## src/design/bgcb_pkg.sv

```systemverilog
// Shared types, constants and functions for the blob grid colour binner.
package bgcb_pkg;

    localparam int MAX_BLOBS = 64;
    localparam int ADDR_W    = $clog2(MAX_BLOBS);
    localparam int CNT_W     = $clog2(MAX_BLOBS + 1);
    localparam int POS_W     = 9;
    localparam int X_W       = 9;
    localparam int Y_W       = 8;
    localparam int SIG_W     = 3;
    localparam int COLOR_W   = 3;
    localparam int ENTRY_W   = X_W + Y_W + SIG_W;
    localparam int GRID_N    = 9;
    localparam int GRID_IW   = 4;

    localparam logic [COLOR_W-1:0] COLOR_UNKNOWN = 3'd0;
    localparam logic [COLOR_W-1:0] COLOR_WHITE   = 3'd6;
    localparam logic [1:0]         BIN_LAST      = 2'd2;

    typedef enum logic [2:0] {
        S_IDLE,
        S_READ,
        S_BINX,
        S_BINY,
        S_EMIT
    } t_state;

    // operands of the shared binning unit
    typedef struct packed {
        logic [POS_W-1:0] pos;
        logic [POS_W-1:0] lo;
        logic [POS_W-1:0] hi;
    } t_bin_req;

    function automatic logic [COLOR_W-1:0] color_of(input logic [SIG_W-1:0] sig);
        logic [COLOR_W-1:0] c;
        c = COLOR_WHITE;
        if (sig >= 3'd1 && sig <= 3'd6) begin
            c = sig;
        end
        return c;
    endfunction

endpackage

```

## src/design/blob_grid_color_binner_unit.sv

```systemverilog
// Top level of the blob grid colour binner: blob store, sequencer and cell output.
// A blob without the last mark is taken and the unit stays ready for further blobs.
// A last-marked blob starts a scan of every stored blob in turn (store read, x bin,
// y bin through one shared binning unit), then nine output words.
// Throughput: one blob per cycle while collecting; the store read port and the shared
// binning unit set the scan length. Reset (synchronous, active low) clears the box,
// count, grid and sequencer; the blob store itself is not cleared.
module blob_grid_color_binner_unit (
    input  logic                            i_clk,
    input  logic                            i_rst_n,
    input  logic                            i_valid,
    output logic                            o_ready,
    input  logic [bgcb_pkg::X_W-1:0]        i_pos_x,
    input  logic [bgcb_pkg::Y_W-1:0]        i_pos_y,
    input  logic [bgcb_pkg::SIG_W-1:0]      i_color_signature,
    input  logic                            i_last_block,
    output logic                            o_valid,
    input  logic                            i_ready,
    output logic [bgcb_pkg::COLOR_W-1:0]    o_cell_color,
    output logic [1:0]                      o_cell_row,
    output logic [1:0]                      o_cell_col,
    output logic                            o_last_cell
);
    import bgcb_pkg::*;

    t_state r_state, n_state;

    // bounding box of the stored blobs
    logic [X_W-1:0]     r_min_x, r_max_x;
    logic [Y_W-1:0]     r_min_y, r_max_y;
    logic [CNT_W-1:0]   r_count;

    // blob store, written while collecting, read at each blob's index during the scan
    logic [ENTRY_W-1:0] r_store [MAX_BLOBS];
    logic [ENTRY_W-1:0] r_rd_data;
    logic [CNT_W-1:0]   r_idx;

    logic [COLOR_W-1:0] r_grid [GRID_N];
    logic [1:0]         r_col_bin;

    // output cell pointer
    logic [1:0]         r_erow, r_ecol;
    logic [GRID_IW-1:0] r_eidx;

    logic               in_acc, out_acc, can_store;
    logic               last_entry;
    t_bin_req           bin_req;
    logic [1:0]         bin;
    logic [GRID_IW-1:0] wr_cell;
    logic [X_W-1:0]     ent_x;
    logic [Y_W-1:0]     ent_y;
    logic [SIG_W-1:0]   ent_sig;

    assign in_acc     = i_valid & o_ready;
    assign out_acc    = o_valid & i_ready;
    assign can_store  = (r_count < CNT_W'(MAX_BLOBS));
    assign last_entry = ((r_idx + 1'b1) >= r_count);

    assign ent_x   = r_rd_data[X_W-1:0];
    assign ent_y   = r_rd_data[X_W+Y_W-1:X_W];
    assign ent_sig = r_rd_data[ENTRY_W-1:X_W+Y_W];

    // one binning unit, shared between the x and y steps
    always_comb begin
        if (r_state == S_BINY) begin
            bin_req.pos = {1'b0, ent_y};
            bin_req.lo  = {1'b0, r_min_y};
            bin_req.hi  = {1'b0, r_max_y};
        end else begin
            bin_req.pos = ent_x;
            bin_req.lo  = r_min_x;
            bin_req.hi  = r_max_x;
        end
    end

    bgcb_bin_unit u_bin (
        .i_req (bin_req),
        .o_bin (bin)
    );

    // row * 3 + col
    assign wr_cell = {1'b0, bin, 1'b0} + {2'b00, bin} + {2'b00, r_col_bin};

    // next state
    always_comb begin
        n_state = r_state;
        unique case (r_state)
            S_IDLE: if (in_acc && i_last_block) n_state = S_READ;
            S_READ: n_state = S_BINX;
            S_BINX: n_state = S_BINY;
            S_BINY: n_state = last_entry ? S_EMIT : S_READ;
            S_EMIT: if (out_acc && r_eidx == GRID_IW'(GRID_N - 1)) n_state = S_IDLE;
            default: n_state = S_IDLE;
        endcase
    end

    // handshake outputs
    always_comb begin
        o_ready = 1'b0;
        o_valid = 1'b0;
        unique case (r_state)
            S_IDLE: o_ready = 1'b1;
            S_EMIT: o_valid = 1'b1;
            default: ;
        endcase
    end

    assign o_cell_color = r_grid[r_eidx];
    assign o_cell_row   = r_erow;
    assign o_cell_col   = r_ecol;
    assign o_last_cell  = (r_eidx == GRID_IW'(GRID_N - 1));

    // store write and registered read
    always_ff @(posedge i_clk) begin
        if (in_acc && can_store) begin
            r_store[r_count[ADDR_W-1:0]] <= {i_color_signature, i_pos_y, i_pos_x};
        end
        r_rd_data <= r_store[r_idx[ADDR_W-1:0]];
    end

    always_ff @(posedge i_clk) begin
        if (r_state == S_BINX) begin
            r_col_bin <= bin;
        end
    end

    always_ff @(posedge i_clk) begin
        if (!i_rst_n) begin
            r_state <= S_IDLE;
            r_min_x <= '1;
            r_max_x <= '0;
            r_min_y <= '1;
            r_max_y <= '0;
            r_count <= '0;
            r_idx   <= '0;
            r_erow  <= '0;
            r_ecol  <= '0;
            r_eidx  <= '0;
            for (int i = 0; i < GRID_N; i++) r_grid[i] <= COLOR_UNKNOWN;
        end else begin
            r_state <= n_state;
            if (in_acc && can_store) begin
                r_count <= r_count + 1'b1;
                if (i_pos_x < r_min_x) r_min_x <= i_pos_x;
                if (i_pos_x > r_max_x) r_max_x <= i_pos_x;
                if (i_pos_y < r_min_y) r_min_y <= i_pos_y;
                if (i_pos_y > r_max_y) r_max_y <= i_pos_y;
            end
            if (r_state == S_BINY) begin
                r_grid[wr_cell] <= color_of(ent_sig);   // later blob wins
                r_idx           <= last_entry ? '0 : r_idx + 1'b1;
            end
            if (out_acc) begin
                if (o_last_cell) begin
                    // frame done: back to the empty frame
                    r_erow  <= '0;
                    r_ecol  <= '0;
                    r_eidx  <= '0;
                    r_min_x <= '1;
                    r_max_x <= '0;
                    r_min_y <= '1;
                    r_max_y <= '0;
                    r_count <= '0;
                    for (int i = 0; i < GRID_N; i++) r_grid[i] <= COLOR_UNKNOWN;
                end else begin
                    r_eidx <= r_eidx + 1'b1;
                    if (r_ecol == BIN_LAST) begin
                        r_ecol <= '0;
                        r_erow <= r_erow + 1'b1;
                    end else begin
                        r_ecol <= r_ecol + 1'b1;
                    end
                end
            end
        end
    end

endmodule

```

## src/design/bgcb_bin_unit.sv

```systemverilog
// Shared binning unit: places a coordinate into one of three bins of a span.
module bgcb_bin_unit (
    input  bgcb_pkg::t_bin_req i_req,
    output logic [1:0]         o_bin
);
    import bgcb_pkg::*;

    logic [POS_W-1:0] span;
    logic [POS_W-1:0] off;
    logic [POS_W+1:0] off3;
    logic [POS_W:0]   span2;

    always_comb begin
        span  = i_req.hi - i_req.lo;
        off   = (i_req.pos >= i_req.lo) ? (i_req.pos - i_req.lo) : '0;
        off3  = {2'b00, off} + {1'b0, off, 1'b0};
        span2 = {span, 1'b0};
        if (i_req.hi <= i_req.lo) begin
            o_bin = 2'd0;                       // flat axis
        end else if (off3 >= {1'b0, span2}) begin
            o_bin = 2'd2;
        end else if (off3 >= {2'b00, span}) begin
            o_bin = 2'd1;
        end else begin
            o_bin = 2'd0;
        end
    end

endmodule
```

## config.mk

```make
export PLATFORM = sky130hd
export DESIGN_NAME = blob_grid_color_binner_unit
export DESIGN_NICKNAME = d
export VERILOG_FILES = /design/src/design/bgcb_pkg.sv /design/src/design/blob_grid_color_binner_unit.sv /design/src/design/bgcb_bin_unit.sv
export SDC_FILE = /design/constraint.sdc
export NUM_CORES = 2
export LEC_CHECK = 0
export ABC_AREA = 1
export BUFFER_PORTS_ARGS = -buffer_cell sky130_fd_sc_hd__clkbuf_2
export CAP_MARGIN = 30
export CORE_ASPECT_RATIO = 1.2
export CORE_MARGIN = 5
export CORE_UTILIZATION = 52
export CTS_CLUSTER_DIAMETER = 120
export DETAILED_ROUTE_END_ITERATION = 6
export PLACE_DENSITY = 0.67
export SLEW_MARGIN = 20
export SYNTH_ARGS = -nofsm -noshare
export SYNTH_HDL_FRONTEND = slang
export SYNTH_HIERARCHICAL = 1
export SYNTH_SLANG_ARGS = --single-unit
```

## constraint.sdc

```tcl
create_clock -name i_clk -period 8.5 [get_ports i_clk]
set_input_delay 0.425 -clock i_clk [delete_from_list [all_inputs] [get_ports i_clk]]
set_output_delay 0.425 -clock i_clk [all_outputs]
set_load 0.02 [all_outputs]
```

# [Yosys cells after proc, flatten, opt, wreduce, memory -nomap -nowiden]
# Memories as Yosys holds them, arrays and structs flattened. A register that Yosys moved wholly into a read port is not among the register bits.
# Index checks and enable logic that the tools add are counted.
[word_totals] ff_bits=61 ramBits=1307 output_inout_bits=10 elab_cells=126 memories=2
[mem_list] name="r_store" words=64 width=20 rd=1 rd_clocked_by_memory_dff=1 wr=1 line="blob_grid_color_binner_unit.sv:34" rtl="logic [ENTRY_W-1:0] r_store [MAX_BLOBS];"
[mem_list] name="r_grid" words=9 width=3 rd=1 rd_clocked_by_memory_dff=1 wr=9 line="blob_grid_color_binner_unit.sv:38" rtl="logic [COLOR_W-1:0] r_grid [GRID_N];"
[op_classes] n_addsub=10 magnitude_cmp=12 n_eq_ne=8 muxes=63 n_bitwise=11 n_reduce_logical=9
[op_table] op="9-bit 2-to-1 mux" n=9
[op_table] op="8-bit 2-to-1 mux" n=8
[op_table] op="3-bit 2-to-1 mux" n=16
[op_table] op="7-bit 2-to-1 mux" n=4
[op_table] op="27-bit 2-to-1 mux" n=1
[op_table] op="9-bit subtractor" n=2
[op_table] op="4-bit 2-to-1 mux" n=4
[op_table] op="3-bit one-hot mux with 5 select lines" n=1
[op_table] op="7-bit by 1-bit adder with 7-bit output (second input constant)" n=2
[op_table] op="1-bit 2-to-1 mux" n=14
[op_table] op="2-bit 2-to-1 mux" n=6
[op_table] op="9-bit by 10-bit adder with 11-bit output" n=1
[op_table] op="11-bit by 10-bit greater-or-equal comparator with 1-bit output" n=1
[op_table] op="11-bit by 9-bit greater-or-equal comparator with 1-bit output" n=1
[op_table] op="9-bit greater-or-equal comparator" n=1
[op_table] op="9-bit greater-than comparator" n=1
[op_table] op="9-bit <= comparator" n=1
[op_table] op="9-bit < comparator" n=1
[op_table] op="1-bit bitwise OR" n=9
[op_table] op="8-bit greater-than comparator" n=1
[op_table] op="8-bit < comparator" n=1
[op_table] op="7-bit greater-or-equal comparator" n=1
[op_table] op="7-bit < comparator (second input constant)" n=1
[op_table] op="3-bit by 2-bit == test with 1-bit output (second input constant)" n=2
[op_table] op="other kinds (17)" n=24

# [Longest topological paths before layout]
[depth] ltp_word=12 ltp_mapped=43 mapped_depth_nobuf=42

# [Hierarchy]
# Netlist, hierarchy kept.
[by_module_without_submodules] mod="blob_grid_color_binner_unit" n_inst=1 cells_each=5600 area_per_inst_um2=60778.3
[by_module_without_submodules] mod="bgcb_bin_unit" n_inst=1 cells_each=305 area_per_inst_um2=1886.8

# [Worst setup path before layout]
# Ideal clock, no wire load.
[synth_path] path_kind="reg2reg" startpoint="register r_state[2]" endpoint="memory r_grid[4][0], enable pin" setup_ns=0.302 arrival_time_ns=5.954 slack_ns=2.244 stages_incl_launch_ff=39 n_path_buf=3 period_less_slack_ns=6.256 path_cell_list="dfxtp_1 > inv_1 > nand2_1 > nor2_2 > buf_2 > buf_1 > nand2_1 > nand2_1 > ha_1 > a21oi_1 > nand3_2 > nand2_2 > nand2_4 > buf_12 > nand2_2 > inv_1 > ha_1 > ha_1 > [... 3 more ...] > nand2_2 > xor2_1 > ha_1 > nand2_1 > nor3b_1 > nand4_1 > nand2_1 > nand3_1 > nand2_1 > nor2_1 > a31oi_1 > fa_1 > ha_1 > fa_1 > inv_1 > nor3_2 > nand2_1 > nand2_1"
[synth_lines] item="start, declared" line="blob_grid_color_binner_unit.sv:26" rtl="t_state r_state, n_state;"
[synth_lines] item="start signal, assigned" line="blob_grid_color_binner_unit.sv:141" rtl="r_state <= n_state;"
[synth_lines] item="end, declared" line="blob_grid_color_binner_unit.sv:38"

==> reports/results.ini <==
[layout]
final_cell_mix = 1407 x nand2_1, 1330 x edfxtp_1, 995 x nand3_1
finalInstanceArea_um2 = 68800
nets = 6018
final_common_cell = nand2_1
drive_gt1_share_pct = 8.83
area_growth_pct = 9.82

[sta]
max_slew_margin_pct = 25.1
fin_crit_sh_pct = 90.6
fmax_mhz = 130
whs_ns = 0.106
setup_tns_ns = 0
final_max_slew_viol_count = 0
setup_viol = 0
skew_ns = 0.0257
fin_crit_ns = 7.70
worstMarginPinSlew_ns = 1.12
hold_viol = 0
rsz0062_at_grt = false

[setup_path]
start_kind = register
critPathCapture = r_grid[6][2]$_SDFFCE_PN0P_
cp.required_ns = 8.97
path_buf_inv = 6
crit_arrival_ns = 8.16
rrSetupSlack_ns = 0.80
crit_fanout = 27
crit_slowest_cell = fa_1
crit_type = register to register
crit_cells = 37
worstSetupEndpointType = register
r2r_end = r_grid[6][2]$_SDFFCE_PN0P_
path_delay_family = simple AND/OR/NAND/NOR gates
cp_common_cell = nand2_1
r2r_cells = 37
regToRegStartpoint = r_state[0]$_SDFFE_PN0P_
cp-startpoint = r_state[0]$_SDFFE_PN0P_
cp_slowest_stage_delay_ns = 0.58

[synth]
yosysSeqAreaShare_pct = 66.4
synthCells = 5905
ys_types = 51
synthArstFlopShare_pct = 0
synth_area_um2 = 62700
avgSynthCellArea_um2 = 10.6
synth_edf_count = 1330
syn_nets = 6022
synth_warnings = 6
ys_ff_latch = 1413
synth_ff_type = edfxtp_1

[cts]
cts.root.buffer_cell = clkbuf_16
htree_levels = 4
clkTransAtPathRegs_ns = 0.06
cts_tree = yes
cts_num_sinks = 1413
clk_latency_ns = 0.78
cts_buffers = 143
cts_resized = 0
clock_path_buffers = 3

[global_route]
grt_max_degree = 208
grt_pass1_wl_um = 249000
grt_pass1_vias = 40300
grtUsageTotal_pct = 25.9
antenna_found_initial = 6
gr-total-overflow = 0

[route]
vias_per_cell = 5.56
drtIter0Drc = 4582
wire_per_inst_um = 22.0
drcViolationCount = 0
totalWireLength_um = 167000
vias = 42100
postRouteAntennaNets = 0
drtPass1Iterations = 6

[floorplan]
io_pins = 35
dieArea_um2 = 128000
dieHeight_um = 390
core_um2 = 120000
initial_core_util_pct = 52.4
rows = 139
dieWidth_um = 327

[power]
pwr-share-clk_pct = 39.8
seqPwrFrac_pct = 51.2
power.density_nw_per_um2 = 220
total_power_mw = 15.1
power_frac_comb_pct = 9.1
vdd_drop_max_mv = 0.185
leakage_nw = 27.2
intPower_mw = 11.5
switching_share_pct = 24.1
p_switching_mw = 3.64

[placed_design]
io_buffers = 34
hpwl_um = 93000
dpl_cell_area_um2 = 64300
gpl.final_weighted_congestion = 0.879

[min_path]
hold_path_class = input pin to register
hold_start = i_valid

[run]
cap_violations = 0

[status]
status = complete, no violations

==> how the worst min path moves through the flow <==
stage                     cells past startpoint  slack, ns                       end
after floorplan                               2       0.43     r_min_x[1]$_SDFF_PN1_
after global placement                        2       0.44     r_min_x[7]$_SDFF_PN1_
after detailed placement                      2       0.44     r_min_x[7]$_SDFF_PN1_
after CTS                                     5       0.02   r_state[0]$_SDFFE_PN0P_
after global routing                          1       0.08  r_store[11][4]$_DFFE_PP_
final                                         5       0.11   r_state[0]$_SDFFE_PN0P_
==> stage by stage <==
step           util, %  setup slack (ns)  instances
6_report          57.5             0.802       7569
5_1_grt           57.5            0.0810       7567
4_1_cts           57.5             0.737       7566
3_5_place_dp      53.8             0.773       7302
3_3_place_gp      53.8             0.906       7301
2_1_floorplan        -              2.24       5905
==> sequential cells by signal, indices dropped and copies added, names as in the netlist, 4 cells and up, named ones only <==
name	cells
r_count	7
r_eidx	4
r_grid	48
r_idx	7
r_max_x	9
r_max_y	8
r_min_x	9
r_min_y	8
r_rd_data	20
r_store	1280
==> what timing repair did <==
| action | 4_1_cts | 5_1_grt |
|---|---|---|
| endpoints found under the hold margin | 8 | 0 |
| hold buffers | 4 | 0 |
| setup buffers | 0 | 0 |
==> power groups by stage <==
stage / sequential, mW / clock, mW / combinational (mW)
floorplan: 7.88 / 0 / 0.910
global placement: 7.88 / 0 / 1.36
detailed placement: 7.88 / 0 / 1.37
CTS: 7.74 / 6.09 / 1.38
global route: 7.74 / 6.39 / 1.56
finish: 7.74 / 6.02 / 1.37
==> worst min-delay path, stage by stage <==
cell	delay, ns
clkbuf_2	0.10
nand2_1	0.06
nand2_1	0.08
nand4_1	0.11
a21oi_1	0.04
==> cells by family (layout without fill, tap and decap cells) <==
family	count (synthesis)	in the layout	synth area share, %
and+or+nand+nor	2883	2883	20.1
adders and majority gates	92	92	1.88
xor gates and xnor gates	19	19	0.266
DFF	1413	1413	66.4
other	0	2	0
buffers and inverters	1130	1241	7.55
AOI/OAI and AO/OA	356	356	3.59
muxes	12	12	0.192
==> per-layer routing <==
metal | routed length [um] | GRT usage, % | up-vias
li1 | - | - | 19800
met1 | 65300 | 33.6 | 20300
met4 | 8700 | 12.4 | 2
met5 | 13 | 0 | -
met3 | 12800 | 4.36 | 344
met2 | 80000 | 42.8 | 1704
==> layout make-up <==
| type | instances | area [um2] |
|---|---|---|
| Multi-Input combinational cell | 3362 | 16600 |
| Clock buffer | 186 | 3820 |
| Tap cell | 1551 | 1940 |
| Timing Repair Buffer | 151 | 1140 |
| Sequential cell | 1413 | 41600 |
| Inverter | 830 | 3140 |
| Clock inverter | 74 | 602 |
| Fill cell | 9722 | 50800 |
| Antenna cell | 2 | 5.00 |
==> cells in the mapped netlist (all sizes together), types with 2 or more instances <==
cell | count | area share (%)
o21ai | 116 | 0.93
or2 | 122 | 1.2
o211ai | 154 | 1.8
o21a | 2 | 0.024
a31oi | 4 | 0.040
nand4 | 12 | 0.12
fa | 4 | 0.13
ha | 88 | 1.8
clkbuf | 106 | 0.64
a21oi | 65 | 0.52
edfxtp | 1330 | 64
buf | 194 | 1.9
nor2 | 304 | 1.9
o21bai | 2 | 0.030
clkinv | 3 | 0.018
nand2 | 1425 | 8.6
inv | 827 | 5.0
nand3 | 1005 | 8.1
xnor2 | 4 | 0.056
dfxtp | 83 | 2.7
mux2i | 12 | 0.19
xor2 | 15 | 0.21
nor3 | 12 | 0.13
a211oi | 6 | 0.11
Power figures use the tool's default switching activity.
